File: src/rtl/stok_pkg.sv
`timescale 1ns / 1ps
// ----------------------------------------------------------------------------
// stok_pkg
// Types, token kind codes, byte codes and keyword table of the tokenizer.
// ----------------------------------------------------------------------------
package stok_pkg;

    // default limit on source length; offsets saturate at min(limit, 65535)
    localparam int unsigned MAX_SOURCE_BYTES = 65536;

    // result queue: one item gives at most MAX_RES tokens
    localparam int unsigned MAX_RES  = 4;
    localparam int unsigned RES_AW   = $clog2(MAX_RES);
    localparam int unsigned QDEPTH   = 8;
    localparam int unsigned QAW      = $clog2(QDEPTH);

    typedef struct packed {
        logic [7:0] char_code;
        logic       end_of_input;
    } src_t;

    typedef struct packed {
        logic [4:0]  token_kind;
        logic [15:0] token_line;
        logic [15:0] token_offset;
        logic [15:0] token_length;
        logic        last_result;
    } tok_t;

    // token kinds
    localparam logic [4:0] K_IDENT  = 5'd0;
    localparam logic [4:0] K_NUMBER = 5'd6;
    localparam logic [4:0] K_STRING = 5'd7;
    localparam logic [4:0] K_LPAREN = 5'd8;
    localparam logic [4:0] K_RPAREN = 5'd9;
    localparam logic [4:0] K_LBRACE = 5'd10;
    localparam logic [4:0] K_RBRACE = 5'd11;
    localparam logic [4:0] K_LBRACK = 5'd12;
    localparam logic [4:0] K_RBRACK = 5'd13;
    localparam logic [4:0] K_ASSIGN = 5'd14;
    localparam logic [4:0] K_EQEQ   = 5'd15;
    localparam logic [4:0] K_PLUS   = 5'd16;
    localparam logic [4:0] K_MINUS  = 5'd17;
    localparam logic [4:0] K_STAR   = 5'd18;
    localparam logic [4:0] K_SLASH  = 5'd19;
    localparam logic [4:0] K_EOF    = 5'd20;
    localparam logic [4:0] K_UNTERM = 5'd21;
    localparam logic [4:0] K_BAD    = 5'd22;

    // byte codes
    localparam logic [7:0] CH_TAB    = 8'h09;
    localparam logic [7:0] CH_LF     = 8'h0A;
    localparam logic [7:0] CH_CR     = 8'h0D;
    localparam logic [7:0] CH_SPACE  = 8'h20;
    localparam logic [7:0] CH_QUOTE  = 8'h22;
    localparam logic [7:0] CH_DOT    = 8'h2E;
    localparam logic [7:0] CH_EQUAL  = 8'h3D;

    // keywords fun, var, while, if, else: byte k of a keyword at bits [8k +: 8]
    localparam int unsigned NKW = 5;
    localparam logic [63:0] KW_TEXT [NKW] = '{
        {40'd0, "nuf"},
        {40'd0, "rav"},
        {24'd0, "elihw"},
        {48'd0, "fi"},
        {32'd0, "esle"}
    };
    localparam logic [15:0] KW_LEN [NKW] = '{16'd3, 16'd3, 16'd5, 16'd2, 16'd4};

endpackage

File: src/rtl/source_tokenizer.sv
`timescale 1ns / 1ps
// ----------------------------------------------------------------------------
// source_tokenizer
// Streaming lexer: one source byte per transaction in, tokens out.
// ----------------------------------------------------------------------------
// Output: tokens of a byte are registered into the queue and appear on tok_* in order.
// Throughput: one byte per cycle while the 8-entry token queue has 4 free
//   entries (at most 4 tokens per byte); tokens leave one per cycle if !tok_stall.
// Reset: rst_n clears scanner state (line 1, offset 0, idle) and the queue;
//   the scanner also returns to that state after each end-of-input byte.
module source_tokenizer #(
    parameter int unsigned MAX_SOURCE_BYTES = stok_pkg::MAX_SOURCE_BYTES
) (
    input  logic            clk,
    input  logic            rst_n,
    input  logic            src_valid,
    output logic            src_stall,
    input  stok_pkg::src_t  src_data,
    output logic            tok_valid,
    input  logic            tok_stall,
    output stok_pkg::tok_t  tok_data
);

    localparam logic [15:0] POS_LIMIT =
        (MAX_SOURCE_BYTES < 65535) ? 16'(MAX_SOURCE_BYTES) : 16'hFFFF;
    localparam int unsigned QDEPTH = stok_pkg::QDEPTH;
    localparam int unsigned QAW    = stok_pkg::QAW;
    localparam int unsigned RES_AW = stok_pkg::RES_AW;
    localparam int unsigned MAX_RES = stok_pkg::MAX_RES;

    typedef enum logic [2:0] {
        ST_IDLE,
        ST_IDENT,
        ST_NUMBER,
        ST_NUMDOT,
        ST_FRACTION,
        ST_STRING,
        ST_EQUAL
    } mode_t;

    typedef struct packed {
        logic [1:0]     cnt;
        stok_pkg::tok_t a;
        stok_pkg::tok_t b;
    } flush_t;

    // ------------------------------------------------------------------
    // helpers
    // ------------------------------------------------------------------
    function automatic logic is_digit(logic [7:0] c);
        return (c >= "0") && (c <= "9");
    endfunction

    function automatic logic is_alpha(logic [7:0] c);
        return ((c >= "a") && (c <= "z")) || ((c >= "A") && (c <= "Z"));
    endfunction

    function automatic logic [15:0] sat16(logic [16:0] v);
        return v[16] ? 16'hFFFF : v[15:0];
    endfunction

    function automatic logic [15:0] sat_pos(logic [16:0] v);
        return (v > {1'b0, POS_LIMIT}) ? POS_LIMIT : v[15:0];
    endfunction

    function automatic stok_pkg::tok_t mk(logic [4:0] k, logic [15:0] ln,
                                          logic [15:0] off, logic [15:0] len,
                                          logic last);
        stok_pkg::tok_t t;
        t.token_kind   = k;
        t.token_line   = ln;
        t.token_offset = off;
        t.token_length = len;
        t.last_result  = last;
        return t;
    endfunction

    function automatic logic [4:0] first_hits(logic [7:0] c);
        logic [4:0] h;
        for (int i = 0; i < stok_pkg::NKW; i++)
        begin
            h[i] = (stok_pkg::KW_TEXT[i][7:0] == c);
        end
        return h;
    endfunction

    // drop keywords that the byte at index idx no longer matches
    function automatic logic [4:0] next_hits(logic [4:0] h, logic [15:0] idx,
                                             logic [7:0] c);
        logic [4:0] r;
        r = h;
        for (int i = 0; i < stok_pkg::NKW; i++)
        begin
            if (idx >= stok_pkg::KW_LEN[i])
                r[i] = 1'b0;
            else if (stok_pkg::KW_TEXT[i][{idx[2:0], 3'b000} +: 8] != c)
                r[i] = 1'b0;
        end
        return r;
    endfunction

    function automatic logic [4:0] ident_kind(logic [4:0] h, logic [15:0] s);
        logic [4:0] k;
        k = stok_pkg::K_IDENT;
        // lowest matching keyword wins
        for (int i = stok_pkg::NKW - 1; i >= 0; i--)
        begin
            if (h[i] && (s == stok_pkg::KW_LEN[i]))
                k = 5'(i + 1);
        end
        return k;
    endfunction

    function automatic logic [4:0] single_kind(logic [7:0] c);
        logic [4:0] k;
        unique case (c)
            "(":     k = stok_pkg::K_LPAREN;
            ")":     k = stok_pkg::K_RPAREN;
            "{":     k = stok_pkg::K_LBRACE;
            "}":     k = stok_pkg::K_RBRACE;
            "[":     k = stok_pkg::K_LBRACK;
            "]":     k = stok_pkg::K_RBRACK;
            "+":     k = stok_pkg::K_PLUS;
            "-":     k = stok_pkg::K_MINUS;
            "*":     k = stok_pkg::K_STAR;
            "/":     k = stok_pkg::K_SLASH;
            default: k = stok_pkg::K_BAD;
        endcase
        return k;
    endfunction

    // token pending in a mode at a boundary
    function automatic flush_t flush_tok(mode_t m, logic [15:0] b, logic [15:0] s,
                                         logic [4:0] h, logic [15:0] ln,
                                         logic at_end);
        flush_t f;
        f = '0;
        unique case (m) inside
            ST_IDENT:
            begin
                f.cnt = 2'd1;
                f.a   = mk(ident_kind(h, s), ln, b, s, 1'b0);
            end
            ST_NUMBER, ST_FRACTION:
            begin
                f.cnt = 2'd1;
                f.a   = mk(stok_pkg::K_NUMBER, ln, b, s, 1'b0);
            end
            ST_NUMDOT:
            begin
                // lone dot after a number: number, then the dot as a bad byte
                f.cnt = 2'd2;
                f.a   = mk(stok_pkg::K_NUMBER, ln, b, s, 1'b0);
                f.b   = mk(stok_pkg::K_BAD, ln, sat_pos({1'b0, b} + {1'b0, s}),
                           16'd1, 1'b0);
            end
            ST_STRING:
            begin
                if (at_end)
                begin
                    f.cnt = 2'd1;
                    f.a   = mk(stok_pkg::K_UNTERM, ln, b, s, 1'b0);
                end
            end
            ST_EQUAL:
            begin
                f.cnt = 2'd1;
                f.a   = mk(stok_pkg::K_ASSIGN, ln, b, 16'd1, 1'b0);
            end
            default:
            begin
            end
        endcase
        return f;
    endfunction

    // ------------------------------------------------------------------
    // state
    // ------------------------------------------------------------------
    mode_t       mode_reg,  mode_next;
    logic [15:0] line_reg,  line_next;
    logic [15:0] pos_reg,   pos_next;
    logic [15:0] begin_reg, begin_next;
    logic [15:0] size_reg,  size_next;
    logic [4:0]  hits_reg,  hits_next;

    logic [QAW-1:0] rd_reg,  rd_next;
    logic [QAW-1:0] wr_reg,  wr_next;
    logic [QAW:0]   cnt_reg, cnt_next;
    stok_pkg::tok_t q_reg [QDEPTH];

    logic           acc;
    logic           pop;
    logic [7:0]     ch;
    logic           eoi;
    logic           taken;
    logic [RES_AW:0] n;
    stok_pkg::tok_t res [MAX_RES];
    flush_t         fl_mid;
    flush_t         fl_end;
    logic [QAW-1:0] wr_off [QDEPTH];

    assign src_stall = (cnt_reg > (QAW+1)'(QDEPTH - MAX_RES));
    assign acc       = src_valid && !src_stall;
    assign tok_valid = (cnt_reg != '0);
    assign tok_data  = q_reg[rd_reg];
    assign pop       = tok_valid && !tok_stall;

    assign ch  = src_data.char_code;
    assign eoi = src_data.end_of_input;

    // ------------------------------------------------------------------
    // one byte of scanning
    // ------------------------------------------------------------------
    always_comb
    begin
        mode_next  = mode_reg;
        line_next  = line_reg;
        begin_next = begin_reg;
        size_next  = size_reg;
        hits_next  = hits_reg;
        taken      = 1'b0;
        n          = '0;
        fl_mid     = '0;
        fl_end     = '0;
        for (int i = 0; i < MAX_RES; i++)
        begin
            res[i] = '0;
        end

        // continue the current token
        unique case (mode_reg)
            ST_IDENT:
            begin
                if (is_alpha(ch) || is_digit(ch))
                begin
                    hits_next = next_hits(hits_reg, size_reg, ch);
                    size_next = sat16({1'b0, size_reg} + 17'd1);
                    taken     = 1'b1;
                end
            end
            ST_NUMBER:
            begin
                if (is_digit(ch))
                begin
                    size_next = sat16({1'b0, size_reg} + 17'd1);
                    taken     = 1'b1;
                end
                else if (ch == stok_pkg::CH_DOT)
                begin
                    mode_next = ST_NUMDOT;
                    taken     = 1'b1;
                end
            end
            ST_NUMDOT:
            begin
                if (is_digit(ch))
                begin
                    size_next = sat16({1'b0, size_reg} + 17'd2);
                    mode_next = ST_FRACTION;
                    taken     = 1'b1;
                end
            end
            ST_FRACTION:
            begin
                if (is_digit(ch))
                begin
                    size_next = sat16({1'b0, size_reg} + 17'd1);
                    taken     = 1'b1;
                end
            end
            ST_STRING:
            begin
                taken     = 1'b1;
                size_next = sat16({1'b0, size_reg} + 17'd1);
                if (ch == stok_pkg::CH_QUOTE)
                begin
                    res[n[RES_AW-1:0]] = mk(stok_pkg::K_STRING, line_reg, begin_reg,
                                            size_next, 1'b0);
                    n         = n + 1'b1;
                    mode_next = ST_IDLE;
                end
                else if (ch == stok_pkg::CH_LF)
                begin
                    line_next = sat16({1'b0, line_reg} + 17'd1);
                end
            end
            ST_EQUAL:
            begin
                if (ch == stok_pkg::CH_EQUAL)
                begin
                    res[n[RES_AW-1:0]] = mk(stok_pkg::K_EQEQ, line_reg, begin_reg,
                                            16'd2, 1'b0);
                    n         = n + 1'b1;
                    mode_next = ST_IDLE;
                    taken     = 1'b1;
                end
            end
            default:
            begin
                mode_next = ST_IDLE;
            end
        endcase

        // byte ends the current token: close it, then start a new one
        if (!taken)
        begin
            fl_mid = flush_tok(mode_next, begin_next, size_next, hits_next,
                               line_next, 1'b0);
            if (fl_mid.cnt != 2'd0)
            begin
                res[n[RES_AW-1:0]] = fl_mid.a;
                n = n + 1'b1;
            end
            if (fl_mid.cnt == 2'd2)
            begin
                res[n[RES_AW-1:0]] = fl_mid.b;
                n = n + 1'b1;
            end
            mode_next = ST_IDLE;

            if ((ch == stok_pkg::CH_SPACE) || (ch == stok_pkg::CH_TAB) ||
                (ch == stok_pkg::CH_CR))
            begin
            end
            else if (ch == stok_pkg::CH_LF)
            begin
                line_next = sat16({1'b0, line_next} + 17'd1);
            end
            else if (is_alpha(ch))
            begin
                mode_next  = ST_IDENT;
                begin_next = pos_reg;
                size_next  = 16'd1;
                hits_next  = first_hits(ch);
            end
            else if (is_digit(ch))
            begin
                mode_next  = ST_NUMBER;
                begin_next = pos_reg;
                size_next  = 16'd1;
            end
            else if (ch == stok_pkg::CH_QUOTE)
            begin
                mode_next  = ST_STRING;
                begin_next = pos_reg;
                size_next  = 16'd1;
            end
            else if (ch == stok_pkg::CH_EQUAL)
            begin
                mode_next  = ST_EQUAL;
                begin_next = pos_reg;
                size_next  = 16'd1;
            end
            else
            begin
                res[n[RES_AW-1:0]] = mk(single_kind(ch), line_next, pos_reg,
                                        16'd1, 1'b0);
                n = n + 1'b1;
            end
        end

        pos_next = sat_pos({1'b0, pos_reg} + 17'd1);

        // end of input: close what is open, EOF token, back to reset state
        if (eoi)
        begin
            fl_end = flush_tok(mode_next, begin_next, size_next, hits_next,
                               line_next, 1'b1);
            if (fl_end.cnt != 2'd0)
            begin
                res[n[RES_AW-1:0]] = fl_end.a;
                n = n + 1'b1;
            end
            if (fl_end.cnt == 2'd2)
            begin
                res[n[RES_AW-1:0]] = fl_end.b;
                n = n + 1'b1;
            end
            res[n[RES_AW-1:0]] = mk(stok_pkg::K_EOF, line_next, pos_next, 16'd0, 1'b1);
            n = n + 1'b1;

            mode_next  = ST_IDLE;
            line_next  = 16'd1;
            pos_next   = 16'd0;
            begin_next = 16'd0;
            size_next  = 16'd0;
            hits_next  = 5'd0;
        end
    end

    // ------------------------------------------------------------------
    // token queue pointers
    // ------------------------------------------------------------------
    always_comb
    begin
        wr_next  = wr_reg;
        rd_next  = rd_reg;
        cnt_next = cnt_reg;
        if (acc)
        begin
            wr_next  = wr_reg + QAW'(n);
            cnt_next = cnt_next + (QAW+1)'(n);
        end
        if (pop)
        begin
            rd_next  = rd_reg + 1'b1;
            cnt_next = cnt_next - 1'b1;
        end
        for (int i = 0; i < QDEPTH; i++)
        begin
            wr_off[i] = QAW'(i) - wr_reg;
        end
    end

    always_ff @(posedge clk or negedge rst_n)
    begin
        if (!rst_n)
        begin
            mode_reg  <= ST_IDLE;
            line_reg  <= 16'd1;
            pos_reg   <= 16'd0;
            begin_reg <= 16'd0;
            size_reg  <= 16'd0;
            hits_reg  <= 5'd0;
            rd_reg    <= '0;
            wr_reg    <= '0;
            cnt_reg   <= '0;
        end
        else
        begin
            if (acc)
            begin
                mode_reg  <= mode_next;
                line_reg  <= line_next;
                pos_reg   <= pos_next;
                begin_reg <= begin_next;
                size_reg  <= size_next;
                hits_reg  <= hits_next;
            end
            rd_reg  <= rd_next;
            wr_reg  <= wr_next;
            cnt_reg <= cnt_next;
        end
    end

    // each entry takes the result whose rank matches its distance from the tail
    always_ff @(posedge clk)
    begin
        for (int i = 0; i < QDEPTH; i++)
        begin
            if (acc && ((RES_AW+1)'(wr_off[i]) < n) && (wr_off[i] < QAW'(MAX_RES)))
                q_reg[i] <= res[wr_off[i][RES_AW-1:0]];
        end
    end

`ifndef SYNTHESIS
    a_queue_bound: assert property (@(posedge clk) disable iff (!rst_n)
        cnt_reg <= (QAW+1)'(QDEPTH))
        else $error("token queue count above depth");

    a_last_is_eof: assert property (@(posedge clk) disable iff (!rst_n)
        tok_valid && tok_data.last_result |-> tok_data.token_kind == stok_pkg::K_EOF)
        else $error("last token is not EOF");

    a_line_nonzero: assert property (@(posedge clk) disable iff (!rst_n)
        tok_valid |-> tok_data.token_line != 16'd0)
        else $error("token line is zero");

    a_run_restart: assert property (@(posedge clk) disable iff (!rst_n)
        acc && eoi |=> (mode_reg == ST_IDLE) && (line_reg == 16'd1) &&
                       (pos_reg == 16'd0))
        else $error("scanner not reset after end of input");
`endif

endmodule
File: config.mk
export PLATFORM = sky130hd
export DESIGN_NAME = source_tokenizer
export DESIGN_NICKNAME = d
export VERILOG_FILES = /design/src/rtl/stok_pkg.sv /design/src/rtl/source_tokenizer.sv
export SDC_FILE = /design/constraint.sdc
export NUM_CORES = 2
export LEC_CHECK = 0
export BUFFER_PORTS_ARGS = -buffer_cell sky130_fd_sc_hd__buf_2
export CAP_MARGIN = 20
export CORE_MARGIN = 3
export CORE_UTILIZATION = 25
export DETAILED_ROUTE_END_ITERATION = 12
export GPL_TIMING_DRIVEN = 1
export SLEW_MARGIN = 20
export SYNTH_ARGS = -nofsm -noshare
export SYNTH_HDL_FRONTEND = slang
export SYNTH_SLANG_ARGS = --single-unit
export TNS_END_PERCENT = 20
File: constraint.sdc
create_clock -name clk -period 41.7 [get_ports clk]
set_clock_uncertainty 0.15 [all_clocks]
set_input_delay 2.085 -clock clk [delete_from_list [all_inputs] [get_ports clk]]
set_output_delay 2.085 -clock clk [all_outputs]
set_load 0.05 [all_outputs]
# == After elaboration in Yosys (flattened, before gate mapping) ==
# Memories as Yosys holds them, arrays and structs flattened.
# Cells that the tools add are included.
# word_totals
reg_bits,82
mem_bits_rw,432
inputBits,13
output_inout_bits,56
wordCells,421
mem_count,1
# memory_table
memory,words,width,rd,rd_ports_with_merged_regs,wr,line,rtl
q_reg,8,54,1,0,4,source_tokenizer.sv:190,stok_pkg::tok_t q_reg [QDEPTH];
# op_classes
add_sub_neg,25
magnitude_cmp,50
eq_ne,54
shifts,5
n_mux,208
bitwise,14
reduce_logical,55
# op_table
op,count
216-bit two-way mux,16
54-bit two-way mux,30
216-bit bitwise mux,6
54-bit binary-select mux with 2-bit select,8
54-bit demux with 2-bit select,6
16-bit two-way mux,34
"64-bit by 7-bit variable part select with 8-bit output, first input constant",5
56-bit case mux with 5 select lines,1
56-bit case mux with 4 select lines,1
54-bit OR reduction,4
56-bit two-way mux,2
5-bit two-way mux,22
53-bit case mux with 2 select lines,1
3-bit two-way mux,35
"8-bit by 6-bit == test with 1-bit output, second input constant",10
"16-bit by 1-bit adder with 17-bit output, second input constant",4
"16-bit by 2-bit == test with 1-bit output, second input constant",4
"16-bit by 3-bit == test with 1-bit output, second input constant",4
16-bit case mux with 4 select lines,1
53-bit two-way mux,1
52-bit two-way mux,1
"17-bit by 16-bit > comparator with 1-bit output, second input constant",3
5-bit case mux with 10 select lines,1
"3-bit greater-or-equal comparator, second input constant",14
other kinds (39),197

# == Depth between registers and ports, before layout ==
# logic_depth
depth_word,46
ltp_mapped,29
mapped_depth_nobuf,26

# == Worst setup path after synthesis ==
# No wires, ideal clock.
# synth_timing
path_kind,input-to-reg
startpoint,input port src_data[8] in the netlist's numbering
endpoint,memory q_reg[1][0] in the netlist's numbering (enable)
setup_time_ps,756
arrival_ps,15998
required_time_ps,40794
setup_slack_ps,24796
stages,25
n_path_buf,3
path_cell_list,buf_6 > or4b_2 > clkbuf_1 > nor4_1 > o31a_1 > o21ai_0 > or3_1 > xnor2_1 > o21ai_0 > inv_1 > ha_1 > a21oi_1 > ha_1 > nand2_1 > o21ai_0 > inv_1 > ha_1 > clkbuf_1 > xnor2_1 > xnor2_1 > nand2_1 > xor2_1 > inv_1 > ha_1 > a2111oi_0
# synth_rtl
element,line,rtl
start: declaration,source_tokenizer.sv:18,"input stok_pkg::src_t src_data,"
end: declaration,source_tokenizer.sv:190,

==> summary.md <==
| Metric | Value |
|---|---|
| Worst endpoint required time | about 42 ns |
| Max-cap violation count | 0 |
| Initial Utilization | about a quarter |
| Total core area | 146,000 um2 |
| Placer Congestion | 1.00 |
| Power per Cell Area | 69.6 nW/um2 |
| Syn-to-layout area delta | 11.9% |
| Ys async rst share | 16.0% |
| Main combinational cell family by area after synthesis | compound AO/OA/AOI/OAI gates |
| Area leader, netlist | edfxtp_1 |
| Post-Synth XOR/XNOR Area | around 1.4% |
| Mapped Nets | between 3,000 and 4,000 |
| Total CTS buffers | 55 |
| Top cells by area, synth | edfxtp_1 (35%), mux4_2 (8.3%), dfrtp_1 (5.5%), mux2i_1 (5.4%), nand2_1 (3.6%) |
| Outcome | completed |
| Crit end category | flip-flop |
| Post-Route Setup TNS | 0 ns |
| Worst vdd ir | 0.0518 mV |
| Final hold viol count | 0 |
| Io pins | slightly below 70 |
| Port Buf Inserts | 68 |
| Dominant synthesized flop cell | edfxtp_1 |
| Largest register FFs | 432 |
| Avg Cell Area, Syn | 10.1 um2 |
| Post-Place Worst Slack | 31.37 ns |
| Compound-Gate Fraction of Synth Area | 19.7% |
| Yosys cell types | 98 |
| HP Class | flip-flop to flip-flop |
| Top-area cell type share of the netlist area | a little over a third |
| Share of the clock period used by the worst path | 23.6% |
| RSZ-0062 raised after global routing | no |
| Simple-gate area share of the yosys netlist | 14.0% |
| Drt first pass iters | 9 |
| Die Ht | ~400 um |
| Initial antenna violation count | 1 |
| Startpoint Class | input port |
| Final core utilization | 28.2% |
| CTS Hold Bufs | 0 |
| Antenna-violating nets left | 0 |
| Final setup vio count | 0 |
| Die X | 390 um |
| Kind of critical path | input port to flip-flop |
| Vias in the first global route | 31,000 |
| CTS clock-pin slew for the worst setup and hold paths | 0.06 ns |
| First-pass GRT wire length | 216,000 um |
| Vias/cell | 5.91 |
| Share of post-route cells with drive strength above 1 | 16.1% |
| Clk sinks | 514 |
| Later-pin clock latency in the skew report | 0.66 ns |
| Relative slew slack | 18.7% |
| PostCTS Resize Cnt | 0 |
| Number of DRC markers after the initial detailed-route iteration | about 4,600 |
| GRT Resource Usage Total | 18.9% |
| Tmin final | 9.85 ns |
| CTS tree | built |
| Root Buffer | clkbuf_16 |
| Cells after synthesis | 3,654 |
| Vias post-DR | 32,700 |
| Post-DP HPWL | 106,000 um |
| Largest net degree at the start of global routing | 75 |
| Yosys warns | 0 |
| Register area share after synthesis | 40.7% |
| Multiplexer share of the synthesized area | 17.0% |
| Worst Max-Slew Pin Slew | 1.21 ns |
| Pleak | 14.3 nW |
| Drc violations | 0 |
| Wire per inst | 27.0 um |
| Synth Cell Area | 36,900 um2 |
| Max Slew Vio Count | 0 |
| Total grt overflow | 0 |
| Fin nets | 3,670 |
| Final WL | 149,000 um |
| Area of the die | ~150,000 um2 |
| Crit-path max FO | 47 |
| Most common cell in the netlist | edfxtp_1 |
| Number of synthesized flops with an enable pin | between 400 and 500 |
| Final worst slack | 31.85 ns |
| H-tree Lvls | 2 |
| Max Fclk | 0.101 GHz |
| Post-synthesis register bit count | 514 |
| Commonest cells post-synth | edfxtp_1 (432), nand2_1 (350), nor2_1 (260), o21ai_0 (256), clkbuf_1 (250) |
| CP arrival | 9.94 ns |
| Post-Synth Adder-Cell Area | 3.20% |
| Overall power consumption | 2.87 mW |
| Max Root-Sink Buffers | 3 |
| Row count | 140 |
| # Post-CTS Setup Buffers | 0 |
-- cells in the final DEF, fill, tap and decap left out, types with 56 or more instances in the layout --
master / instances
buf_2: 67
clkbuf_16: 56
mux2_2: 106
dfrtp_1: 76
nor3_1: 67
nand3_1: 114
a31oi_1: 64
buf_4: 93
ha_1: 87
mux4_2: 136
mux2i_1: 200
o21ai_0: 255
nand2_1: 349
nor2_1: 255
edfxtp_1: 432
a21oi_1: 197
inv_1: 77
-- final cells by class --
class	count	area [um2]
timing repair buffer	160	1030
tap	1917	2400
antenna	2	5.00
fill	15300	105000
clock buffer	69	1470
sequential	514	15000
inverter	83	314
clock inverter	35	412
multi-input combinational	2751	20600
-- layer usage --
metal	global-route usage, %	share of wire (%)	routed length [um]	vias up
met1	25.3	40	59500	16200
met4	8.28	5.3	7860	0
met2	29.1	44	65400	2006
met5	0	0	0	-
met3	4.20	11	16400	394
li1	-	-	-	14100
-- path summary, 6_finish.rpt --
path	from	slack, ns	to	cells past startpoint
worst min-delay path	hits_reg[3]	0.36	hits_reg[3]	1
worst max register to register	mode_reg[2]	33.38	q_reg[6][25]	25
worst min register to register	hits_reg[3]	0.36	hits_reg[3]	1
worst max-delay path	src_data[6]	31.85	q_reg[6][25]	26
max in group asynchronous	rst_n	38.88	pos_reg[4]	2
min in group asynchronous	rst_n	1.39	begin_reg[0]	1
-- where the power goes --
group / internal (mW) / leakage (nW) / switching, mW
Sequential: 0.716 / 5.12 / 0.0665
Combinational: 0.506 / 8.25 / 1.07
Clock: 0.300 / 0.906 / 0.213
Total: 1.52 / 14.3 / 1.35
-- worst max-delay path, stage by stage --
cell	delay (ns)
buf_2	0.29
or4b_2	0.76
nor4_2	0.29
buf_4	0.27
o31a_1	0.16
o21ai_0	0.20
or3_1	0.49
xnor2_1	0.16
o21ai_0	0.53
inv_1	0.16
ha_1	0.33
a21oi_1	0.26
ha_1	0.29
nand2_1	0.06
o21ai_0	0.15
inv_1	0.12
ha_1	0.58
xnor2_1	0.20
xnor2_1	0.14
nand2_1	0.10
xor2_1	0.34
inv_1	0.24
ha_1	0.35
a2111oi_2	0.32
buf_4	0.26
buf_4	0.75
-- metrics by stage --
| stage | std cells | cell area [um2] | hold slack [ns] |
|---|---|---|---|
| final | 5531 | 41300 | 0.364 |
| after global routing | 5530 | 41300 | 0.380 |
| after CTS | 5529 | 41200 | 0.361 |
| after detailed placement | 5425 | 39400 | 0.342 |
| after global placement | 5423 | 39300 | 0.346 |
| after floorplan | 3654 | 36900 | 0.321 |
-- logic make-up (layout without fill, tap and decap cells) --
logic type | Yosys count | in the layout
multiplexers | 442 | 442
XOR/XNOR | 57 | 57
AO/OA/AOI/OAI | 1087 | 1087
buffers and inverters | 389 | 347
AND/OR/NAND/NOR | 1073 | 1073
flip-flops | 514 | 514
adder cells (fa/ha/maj) | 92 | 92
other | 0 | 2
Note: power is estimated with default switching activity, not from simulation.
